[src/rtl/core/windowed_rate_meter_assert.svh]
// Assertion macros for the windowed rate meter
`ifndef WINDOWED_RATE_METER_ASSERT_SVH
`define WINDOWED_RATE_METER_ASSERT_SVH
// Assert that a condition implies a consequence on the same edge
`define WRM_ASSERT_IMP(label, clk, rstn, ante, cons, msg) \
  label: assert property (@(posedge clk) disable iff (!rstn) (ante) |-> (cons)) \
    else $error(msg);
// Assert that a condition implies a consequence on the next edge
`define WRM_ASSERT_NXT(label, clk, rstn, ante, cons, msg) \
  label: assert property (@(posedge clk) disable iff (!rstn) (ante) |=> (cons)) \
    else $error(msg);
`endif

[src/rtl/core/wrm_pkg.sv]
// ----------------------------------------------------------------------------
// wrm_pkg
// Shared types and constants of the windowed rate meter.
// ----------------------------------------------------------------------------
`timescale 1ns / 1ps
`default_nettype none
package wrm_pkg;
  localparam int unsigned SourcesDefault   = 8;
  localparam int unsigned RingDepthDefault = 1024;
  localparam int unsigned TW  = 48;
  localparam int unsigned WW  = 32;
  localparam int unsigned RW  = 64;
  localparam int unsigned IDW = 136;
  localparam int unsigned ODW = 72;

  typedef enum logic [0:0] {
    FUNC_PUSH  = 1'b0,
    FUNC_QUERY = 1'b1
  } func_e;

  typedef enum logic [3:0] {
    ST_CLEAR,
    ST_IDLE,
    ST_PUSH,
    ST_RD,
    ST_WALK,
    ST_DIV,
    ST_OUT
  } state_e;

  typedef enum logic [1:0] {
    D_IDLE,
    D_MUL,
    D_RUN,
    D_DONE
  } div_state_e;

  typedef struct packed {
    logic          start;
    logic [TW-1:0] dc;
    logic [TW-1:0] dt;
  } div_req_t;

  typedef struct packed {
    logic          busy;
    logic          done;
    logic [RW-1:0] q;
  } div_rsp_t;
endpackage
`default_nettype wire

[src/rtl/core/wrm_div.sv]
// ----------------------------------------------------------------------------
// wrm_div
// Bit-serial divider: floor(dc * 65536000 / dt), saturated to 64 bits.
// ----------------------------------------------------------------------------
`timescale 1ns / 1ps
`default_nettype none
module wrm_div (
  input  wire logic              clk_i,
  input  wire logic              rst_ni,
  input  wire wrm_pkg::div_req_t req_i,
  output wrm_pkg::div_rsp_t      rsp_o
);
  localparam int unsigned TW = wrm_pkg::TW;
  localparam int unsigned RW = wrm_pkg::RW;

  wrm_pkg::div_state_e st_q, st_d;
  logic [6:0]    cnt_q, cnt_d;
  logic [RW-1:0] p_q, p_d;
  logic [RW-1:0] lo_q, lo_d;
  logic [TW:0]   r_q, r_d;
  logic [RW-1:0] q_q, q_d;
  logic [TW-1:0] dt_q, dt_d;
  logic [TW-1:0] dc_q, dc_d;
  logic [TW+1:0] rsh;
  logic          ge;

  assign rsh = {r_q, lo_q[RW-1]};
  assign ge  = rsh >= {2'b00, dt_q};

  always_comb begin
    st_d  = st_q;
    cnt_d = cnt_q;
    p_d   = p_q;
    lo_d  = lo_q;
    r_d   = r_q;
    q_d   = q_q;
    dt_d  = dt_q;
    dc_d  = dc_q;
    unique case (st_q)
      wrm_pkg::D_IDLE: begin
        if (req_i.start) begin
          dt_d = req_i.dt;
          dc_d = req_i.dc;
          st_d = wrm_pkg::D_MUL;
        end
      end
      wrm_pkg::D_MUL: begin
        p_d  = RW'({16'd0, dc_q} * 64'd64000);
        r_d  = {{(TW-9){1'b0}}, p_d[RW-1:54]};
        lo_d = {p_d[53:0], 10'd0};
        q_d  = '0;
        cnt_d = 7'd0;
        if ({{(TW-10){1'b0}}, p_d[RW-1:54]} >= dt_q) begin
          q_d  = '1;
          st_d = wrm_pkg::D_DONE;
        end else begin
          st_d = wrm_pkg::D_RUN;
        end
      end
      wrm_pkg::D_RUN: begin
        lo_d = {lo_q[RW-2:0], 1'b0};
        if (ge) begin
          r_d = (TW+1)'(rsh - {2'b00, dt_q});
          q_d = {q_q[RW-2:0], 1'b1};
        end else begin
          r_d = rsh[TW:0];
          q_d = {q_q[RW-2:0], 1'b0};
        end
        cnt_d = cnt_q + 7'd1;
        if (cnt_q == 7'd63) st_d = wrm_pkg::D_DONE;
      end
      wrm_pkg::D_DONE: st_d = wrm_pkg::D_IDLE;
      default: st_d = wrm_pkg::D_IDLE;
    endcase
  end

  always_ff @(posedge clk_i or negedge rst_ni) begin
    if (!rst_ni) begin
      st_q  <= wrm_pkg::D_IDLE;
      cnt_q <= '0;
    end else begin
      st_q  <= st_d;
      cnt_q <= cnt_d;
    end
  end

  always_ff @(posedge clk_i) begin
    p_q  <= p_d;
    lo_q <= lo_d;
    r_q  <= r_d;
    q_q  <= q_d;
    dt_q <= dt_d;
    dc_q <= dc_d;
  end

  assign rsp_o.busy = st_q != wrm_pkg::D_IDLE;
  assign rsp_o.done = st_q == wrm_pkg::D_DONE;
  assign rsp_o.q    = q_q;
endmodule
`default_nettype wire

[config.mk]
export PLATFORM = sky130hd
export DESIGN_NAME = wrm_div
export DESIGN_NICKNAME = d
export VERILOG_FILES = /design/src/rtl/core/windowed_rate_meter_assert.svh /design/src/rtl/core/wrm_pkg.sv /design/src/rtl/core/wrm_div.sv
export SDC_FILE = /design/constraint.sdc
export NUM_CORES = 1
export LEC_CHECK = 0
export ABC_AREA = 1
export ABC_CLOCK_PERIOD_IN_PS = 14100
export BUFFER_PORTS_ARGS = -buffer_cell sky130_fd_sc_hd__buf_2
export CORE_ASPECT_RATIO = 0.6
export CORE_MARGIN = 2
export CORE_UTILIZATION = 40
export DETAILED_ROUTE_END_ITERATION = 6
export GPL_TIMING_DRIVEN = 0
export SLEW_MARGIN = 20
export SYNTH_ARGS = -nofsm -noshare
export SYNTH_HDL_FRONTEND = slang
export SYNTH_SLANG_ARGS = --single-unit
[constraint.sdc]
create_clock -name clk_i -period 14.1 [get_ports clk_i]
set_input_delay 1.41 -clock clk_i [delete_from_list [all_inputs] [get_ports clk_i]]
set_output_delay 1.41 -clock clk_i [all_outputs]
set_load 0.02 [all_outputs]
# Yosys cells after proc, flatten, opt, wreduce, memory -nomap -nowiden
# Cells that the tools add are included.
dict set report op_classes {
  magnitude_cmp 2
  n_reduce_logical 5
  addsub 2
  n_mul 1
  mux 11
  eq_ne 6
}
# cell count
set ops {}
lappend ops {{case mux 64 bit (2 select lines)} 2}
lappend ops {{case mux 49 bit (2 select lines)} 1}
lappend ops {{two-way mux 64 bit} 1}
lappend ops {{multiplier 48 x 7 -> 55 bit (second input constant)} 1}
lappend ops {{>= comparator 50 x 48 -> 1 bit} 1}
lappend ops {{two-way mux 49 bit} 1}
lappend ops {{subtractor 49 x 48 -> 49 bit} 1}
lappend ops {{>= comparator 10 x 48 -> 1 bit} 1}
lappend ops {{case mux 7 bit (2 select lines)} 1}
lappend ops {{case mux 2 bit (4 select lines)} 1}
lappend ops {{adder 7 x 1 -> 7 bit (second input constant)} 1}
lappend ops {{equality test 7 x 6 -> 1 bit (second input constant)} 1}
lappend ops {{equality test 2 bit (second input constant)} 2}
lappend ops {{two-way mux 2 bit} 2}
lappend ops {{inequality test 2 bit (second input constant)} 2}
lappend ops {{AND reduction 2 bit} 2}
lappend ops {{nonzero test 2 bit} 2}
lappend ops {{equality test 2 x 1 -> 1 bit (second input constant)} 1}
lappend ops {{zero test 2 bit} 1}
lappend ops {{two-way mux 1 bit} 2}
dict set report word_totals {
  inputBits 99
  reg_bits 282
  out_inout_bits 66
  elab_cells 34
}

# Depth between registers and ports, before layout
# Gate-level depths: netlist of the first run.
dict set report depth {
  depth_word 4
  ltp_mapped 32
  depth_no_buf 32
}

# Worst setup path before layout of the first run
# Ideal clock, no wire load.
dict set report synth_timing {
  path_type {register to register}
  start {register dc_q[35]}
  end {register q_q[10] (data pin)}
  period_less_slack_ps 5468
  setup_time_ps 268
  path_buffers 1
  path_stages_with_launch 30
  path_slack_ps 8632
  arrival_time_ps 5200
  required_ps 13832
  cell_sequence {edfxtp_1 > inv_1 > fa_1 > fa_1 > inv_1 > fa_1 > inv_1 > fa_1 > inv_1 > ha_1 > nand2_1 > nor2_1 > inv_1 > nor2_1 > nand3_1 > nor2_1 > nand2_1 > nand3_1 > nand2_1 > and2_1 > ha_1 > a21oi_1 > nor2_1 > nor3_1 > nand3_1 > nand2_1 > nand2_1 > nand3_1 > clkbuf_1 > nand2_1}
}
dict set report synth_between {
  elab_chain_len 4
}
# element line
set synth_rtl {}
lappend synth_rtl {{from (decl)} wrm_div.sv:23} ;# logic [TW-1:0] dc_q, dc_d;
lappend synth_rtl {{from (signal assigned)} wrm_div.sv:93} ;# dc_q <= dc_d;
lappend synth_rtl {{multiplier 48 x 7 -> 55 bit} wrm_div.sv:48} ;# p_d = RW'({16'd0, dc_q} * 64'd64000);
lappend synth_rtl {{>= comparator 10 x 48 -> 1 bit} wrm_div.sv:53} ;# if ({{(TW-10){1'b0}}, p_d[RW-1:54]} >= dt_q) begin
lappend synth_rtl {{two-way mux 64 bit} wrm_div.sv:53}
lappend synth_rtl {{case mux 64 bit (2 select lines)} wrm_div.sv:39} ;# unique case (st_q)
lappend synth_rtl {{named net q_d[10]} wrm_div.sv:21} ;# logic [RW-1:0] q_q, q_d;
lappend synth_rtl {{to (signal assigned)} wrm_div.sv:91} ;# q_q <= q_d;
lappend synth_rtl {{to (decl)} wrm_div.sv:21}
# The timed path passes the listed nets, and every way through them passes these cells.
# A chain may end at the register's enable or synchronous reset.

# Final worst setup path of the first run
dict set report layout_timing {
  start {register dc_q[5]}
  end {register q_q[10] (data pin)}
}
# The elaborated chain is that of the path after synthesis.

==> results.txt, run 1 <==
DRC: 0
fin util: 0.455
setup violators final: 0
First DRT Iteration DRCs: 1,832
Mapped Area: 24,700 sq um
Final Max Slew Viols: 0
setup tns final: 0 ps
Filler cells: 6,302
post-CTS sizing: 0
Startpoint Class: flop
post-DP HPWL: 57,900 microns
final antenna-violating net count: 0
Mapped Cells: 3,214
final net count: 3,876
Least-Margin Pin Slew: 1020 ps
final worst-path cycle share: 0.491
distinct cell type count after synthesis: 41
initial antenna violation count: 5
final WL: 69,800 microns
Top-Level Pins: 165
H-tree depth: 1
Total GRT Usage: 0.221
Register Area: 7850 sq um
status: complete, no violations
CTS Hold Buffers Added: 0
Initial Util: 0.405
Die Area: 63,800 sq um
CTS Buf Count: 30
fmax: 144 MHz
clock buffer depth: 3
Max-Cap Viols: 0
GR Overflow Total: 0
vias in the first global route: 19.2k
core area: 61,000 sq um
area of the multi-input gates: 14,000 sq um
Slew headroom: 0.321
drt pass-1 iters: 5
Setup Skew: 19.7 ps
CTS tree: done
Worst-Skew Late Latency: 610 ps
Critical Path AT: 7270 ps
ratio of cells with drive above 1 in the final layout: 0.0878
I/O Buffers: 164
Tmin final: 6930 ps
post-synth net total: 3,676
worst hold path type: flop to flop
Yosys reg bits: 263
Die Ht: 196 microns
clock slew at reported path FFs: 60 ps
row count: 70
clock sinks: 263
Required @ worst endpoint: 14,440 ps
RSZ-0062 raised after global routing: no
largest net degree at the start of global routing: 55
post-CTS setup buffers: 0
Critical Path Fanout Max: 10
first-pass GRT wire length: 110,000 microns
Fin. Hold Viols: 0
GPL Wtd Cong: 0.960
Mean Syn Cell Area: 7.69 sq um
clock root buffer: clkbuf_16
Yosys warning count: 0
worst setup path class: flop to flop
Via Count: 20.4k
Avg WL per Cell: 16.3 microns
Layout area overhead: 12.3%
sequential fraction of the synthesis area: 0.318
crit end category: flop
Die W: 325 microns
Via density: 4.77
registers in the layout, indices dropped and copies added, names as in the netlist:
register	count
dc_q	48
lo_q	45
q_q	64
dt_q	48
st_q	2
cnt_q	7
r_q	49
layout make-up:
cell class / count / share of cell area
Antenna cell: 3 / 0.000271
Buffer: 40 / 0.00821
Clock buffer: 34 / 0.0283
Clock inverter: 22 / 0.00925
Inverter: 703 / 0.0953
Multi-Input combinational cell: 2208 / 0.505
Sequential cell: 263 / 0.283
Tap cell: 828 / 0.0374
Timing Repair Buffer: 168 / 0.0333
worst max-delay path, cell delays in order, from the launching register on:
cell and delay (ps):
edfxtp_1 430, inv_1 260, fa_1 500, fa_1 590
fa_1 460, fa_1 510, inv_1 40, ha_1 370
nand2_1 120, nor2_1 320, nand3_1 130, nand3b_1 260
nand2_1 90, nand2_1 270, nand2_1 120, nand2_1 90
nand2_1 70, and2_1 150, ha_1 290, nand2_1 100
nor2_1 50, nor3_1 260, nand3_1 130, nand2_1 70
nand2_1 100, nand3_1 370, clkbuf_1 400, nand2_1 110
cells by family after synthesis:
family | Yosys count | synth area share
AOI/OAI and AO/OA | 159 | 0.0378
DFF | 263 | 0.318
xor gates and xnor gates | 36 | 0.0128
and+or+nand+nor | 1650 | 0.276
adders and majority gates | 363 | 0.239
buffers and inverters | 743 | 0.116
metal layers:
layer,share of wire,global-route usage,vias up
met5,0.00059,0,-
met2,0.34,0.270,654
met3,0.10,0.0570,53
met4,0.013,0.0290,6
met1,0.55,0.378,9384
li1,-,-,10300
cells in the final DEF (no fill, tap or decap), types with 22 or more instances in the layout:
| cell | n |
|---|---|
| nand3_1 | 145 |
| edfxtp_1 | 254 |
| inv_1 | 697 |
| nor2_1 | 267 |
| o21ai_0 | 32 |
| a21oi_1 | 89 |
| fa_1 | 183 |
| nand2_1 | 1083 |
| ha_1 | 179 |
| clkbuf_1 | 29 |
| buf_2 | 167 |
| nand3b_1 | 35 |
| clkbuf_16 | 30 |
| xor2_1 | 22 |
metrics by stage:
stage               instances  hold WS (ps)  worst slack [ps]  cell area (sq um)
floorplan                3214           456              8630              24700
global placement         4206           479              6640              26600
detailed placement       4210           478              7280              26700
CTS                      4266           487              7250              27700
global route             4266           522              6610              27700
finish                   4269           486              7170              27700
synthesized netlist by cell type:
cell	count	area, sq um
nor2_1	267	1000
clkbuf_1	27	101
nor2_2	17	106
o21ai_0	32	160
a21oi_1	89	445
and2_0	1	6.26
buf_6	4	45.0
clkinv_1	1	3.75
o21bai_2	10	113
and2_1	18	113
buf_2	3	15.0
o21ba_2	1	10.0
or2_2	19	119
buf_8	1	15.0
nand3_2	2	20.0
nand2_1	1083	4070
nor2_4	1	11.3
buf_1	3	11.3
nand2_4	1	11.3
fa_1	183	3660
ha_1	180	2250
o21bai_1	18	135
dfrtp_1	9	225
inv_1	698	2620
xor2_1	22	193
inv_2	4	15.0
a21o_1	1	7.51
xnor2_1	14	123
nor4_1	15	93.8
nand4_1	19	119
and3_1	2	12.5
a21boi_0	2	15.0
a21oi_2	2	17.5
nor3_1	14	70.1
o21a_1	4	30.0
nand2_2	10	62.6
buf_12	2	40.0
edfxtp_1	254	7630
nand3_1	145	726
nand3b_1	35	263
nand3_4	1	17.5
worst paths after layout:
kind                           from        to  depth (start not counted)  slack (ps)
min                        cnt_q[5]  cnt_q[5]                          1         490
max                         dc_q[5]   q_q[10]                         27        7170
max in group asynchronous    rst_ni  cnt_q[0]                          1       13270
min reg2reg                cnt_q[5]  cnt_q[5]                          1         490
min in group asynchronous    rst_ni   st_q[0]                          1         640
max reg2reg                 dc_q[5]   q_q[10]                         27        7170
Power of run 1 is left out: the tool's default activity adds up to more than one toggle a clock period on the data nets, which glitch-free logic cannot reach.
==> run 2, diff against run 1 <==
--- a/config.mk
+++ b/config.mk
@@ -5,8 +5,8 @@
 export SDC_FILE = /design/constraint.sdc
 export NUM_CORES = 1
 export LEC_CHECK = 0
-export ABC_AREA = 1
-export ABC_CLOCK_PERIOD_IN_PS = 14100
+export ABC_AREA = 0
+export ABC_CLOCK_PERIOD_IN_PS = 6650
 export BUFFER_PORTS_ARGS = -buffer_cell sky130_fd_sc_hd__buf_2
 export CORE_ASPECT_RATIO = 0.6
 export CORE_MARGIN = 2
==> constraint.sdc (replaced) <==
create_clock -name clk_i -period 6.65 [get_ports clk_i]
set_input_delay 0.665 -clock clk_i [delete_from_list [all_inputs] [get_ports clk_i]]
set_output_delay 0.665 -clock clk_i [all_outputs]
set_load 0.02 [all_outputs]
==> results.txt, run 2 <==
count leader, synth: inv_1 (was nand2_1)
clock slew at reported path FFs: 70 ps (was 60 ps)
switching part of the total: 0.359
clock share of power: 0.263
Static Leakage: 0.0116 uW
dominant cell type by area after synthesis: edfxtp_1 (unchanged)
final net count: 2,765 (was 3,876)
Avg WL per Cell: 17.6 microns (was 16.3 microns)
Layout area overhead: 17.6% (was 12.3%)
drt pass-1 iters: 7 (was 5)
final WL: 53,300 microns (was 69,800 microns)
CTS Buf Count: 29 (was 30)
maximum vdd drop: 0.200 mV
Die Ht: 183 microns (was 196 microns)
clock buffer depth: 3 (unchanged)
Logic pwr share: 0.376
Yosys reg bits: 263 (unchanged)
Fin. Hold Viols: 0 (unchanged)
Mean Syn Cell Area: 10.4 sq um (was 7.69 sq um)
Total Power: 6400 uW
pre-CTS setup slack: -1360 ps (was 7280 ps)
I/O Buffers: 164 (unchanged)
Pint: 4100 uW
Via density: 5.22 (was 4.77)
Post-synth EDFFs: 254 (unchanged)
violated checks: setup timing
Tmin final: 6900 ps (was 6930 ps)
Min-Delay Path Depth: 1 (unchanged)
distinct cell type count after synthesis: 84 (was 41)
Final Max Slew Viols: 0 (unchanged)
Max-Cap Viols: 0 (unchanged)
WHS: 243 ps (was 486 ps)
final antenna-violating net count: 0 (unchanged)
DP Area: 23,300 sq um (was 26,700 sq um)
largest net degree at the start of global routing: 62 (was 55)
register bank with the most flops: q_q (unchanged)
First DRT Iteration DRCs: 1,245 (was 1,832)
post-DP HPWL: 41,800 microns (was 57,900 microns)
Design Area, Final: 25,200 sq um (was 27,700 sq um)
Worst-Skew Late Latency: 600 ps (was 610 ps)
Largest regs: q_q (64), r_q (49) (unchanged)
setup tns final: -14,400 ps (was 0 ps)
share of the synthesized area in the top cell type: 0.356 (was 0.309)
Initial Util: 0.407 (was 0.405)
clock sinks: 263 (unchanged)
Slew headroom: 0.146 (was 0.321)
Commonest cells post-synth: inv_1 (302), nand2_1 (257), edfxtp_1 (254) (was nand2_1 (1,083), inv_1 (698), nor2_1 (267))
Final WS setup: -250 ps (was 7170 ps)
initial antenna violation count: 0 (was 5)
clock root buffer: clkbuf_16 (unchanged)
first-pass GRT wire length: 84,200 microns (was 110,000 microns)
Net Sw Power: 2300 uW
worst setup path class: flop to flop (unchanged)
Required @ worst endpoint: 6990 ps (was 14,440 ps)
CTS tree: done (unchanged)
Least-Margin Pin Slew: 1270 ps (was 1020 ps)
setup violators final: 64 (was 0)
worst hold path type: input pin to flop (was flop to flop)
Synth area leaders: edfxtp_1 (36%), fa_1 (17%), ha_1 (11%) (was edfxtp_1 (31%), nand2_1 (16%), fa_1 (15%))
DRC: 0 (unchanged)
GR Overflow Total: 0 (unchanged)
row count: 65 (was 70)
power per cell area: 254 nW/um^2
Yosys warning count: 0 (unchanged)
Post-synth top flop: edfxtp_1 (unchanged)
Startpoint Class: flop (unchanged)
Mapped Area: 21,400 sq um (was 24,700 sq um)
Inserted Diodes: 0 (was 3)
status: finished with violations (was complete, no violations)
most common cell after layout, fill and taps aside: inv_1 (was nand2_1)
Synth async-reset ratio: 0.0342 (unchanged)
Setup Skew: 22.2 ps (was 19.7 ps)
H-tree depth: 1 (unchanged)
final worst-path cycle share: 1.04 (was 0.491)
number of flip-flops under the largest register name: 64 (unchanged)
post-synth net total: 2,521 (was 3,676)
Via Count: 15.8k (was 20.4k)
core area: 52,700 sq um (was 61,000 sq um)
sequential fraction of the synthesis area: 0.366 (was 0.318)
Die W: 303 microns (was 325 microns)
Mapped Cells: 2,059 (was 3,214)
GPL Wtd Cong: 0.904 (was 0.960)
Worst Reg2Reg Path Length in Cells: 27 (unchanged)
Die Area: 55,500 sq um (was 63,800 sq um)
ratio of cells with drive above 1 in the final layout: 0.172 (was 0.0878)
Critical Path Fanout Max: 5 (was 10)
fmax: 145 MHz (was 144 MHz)
vias in the first global route: 15.2k (was 19.2k)
crit end category: flop (unchanged)
Flop pwr share: 0.360
RSZ-0062 raised after global routing: yes (was no)
Filler cells: 4,989 (was 6,302)
Critical Path AT: 7240 ps (was 7270 ps)
most frequent cells in the layout: inv_1 (267), edfxtp_1 (254), nand2_1 (249), fa_1 (183) (was nand2_1 (1,083), inv_1 (697), nor2_1 (267), edfxtp_1 (254), fa_1 (183))
Top-Level Pins: 165 (unchanged)
Total GRT Usage: 0.192 (was 0.221)
==> run 2: path summary, 6_finish.rpt <==
| path | slack (ps) | startpoint | end |
|---|---|---|---|
| max | -250 | dc_q[1] | q_q[44] |
| min | 240 | req_i[47] | dt_q[47] |
| max reg2reg | -250 | dc_q[1] | q_q[44] |
| min reg2reg | 520 | lo_q[62] | lo_q[63] |
| max in group asynchronous | 5940 | rst_ni | cnt_q[3] |
| min in group asynchronous | 510 | rst_ni | cnt_q[0] |
==> run 2: cells by family after synthesis <==
logic type,share of synthesized area
flops,0.366
mux,0.0197
simple gates,0.108
xor+xnor,0.0368
fa+ha+maj,0.276
compound gates,0.125
buf+inv,0.0673
==> run 2: metal layers <==
layer / track usage / up-vias / wire length (microns)
li1: - / 7594 / -
met1: 0.311 / 7689 / 27200
met2: 0.255 / 491 / 20800
met3: 0.0467 / 47 / 4470
met4: 0.0313 / 0 / 825
met5: 0 / - / 0
==> run 2: area by class of cell <==
cell class	count	area (sq um)	share of cell area
tap	703	880	0.0349
timing repair buffer	219	1380	0.0549
inverter	303	1160	0.0461
multi-input combinational	1422	12500	0.498
sequential	263	7850	0.312
clock inverter	21	233	0.00924
buffer	65	409	0.0162
clock buffer	32	737	0.0293
==> run 2: stage by stage <==
step	std cells	util
after global routing	3028	0.478
final	3028	0.478
after detailed placement	2933	0.442
after global placement	2926	0.439
after CTS	3013	0.472
after floorplan	2059	-
==> run 2: what timing repair did <==
| item | in CTS | in global routing |
|---|---|---|
| hold endpoints to repair | 9 | 0 |
| gates cloned | 2 | 0 |
| gates resized for setup | 94 | 50 |
| buffers inserted | 26 | 20 |
| pin swaps | 17 | 34 |
| hold buffers | 1 | 0 |
| setup endpoints to repair | 65 | 65 |
==> run 2: power by group through the flow <==
stage | sequential (uW) | clock [uW] | combinational [uW]
3_5_place_dp | 2330 | 0 | 2340
4_1_cts | 2300 | 1730 | 2360
3_3_place_gp | 2320 | 0 | 2300
2_1_floorplan | 2360 | 0 | 1690
5_1_grt | 2330 | 1790 | 2640
6_report | 2310 | 1680 | 2410
==> run 2: worst max-delay path, stage by stage, from the launching register on <==
cell and delay [ps]:
edfxtp_1 460, inv_2 110, fa_1 430, fa_1 460
fa_1 540, inv_2 50, fa_1 510, ha_4 310
nand2_2 50, or3b_4 380, a311oi_4 440, o21ai_2 190
o2111ai_1 230, nand2_1 220, o211ai_1 270, a31oi_1 140
xnor2_1 300, ha_1 280, nor2b_1 130, o21ai_1 110
nand2b_1 90, a21oi_2 140, nor2b_2 70, o2111ai_4 230
buf_6 180, buf_16 120, clkbuf_8 140, nand2_1 50
Power figures use the tool's default switching activity.
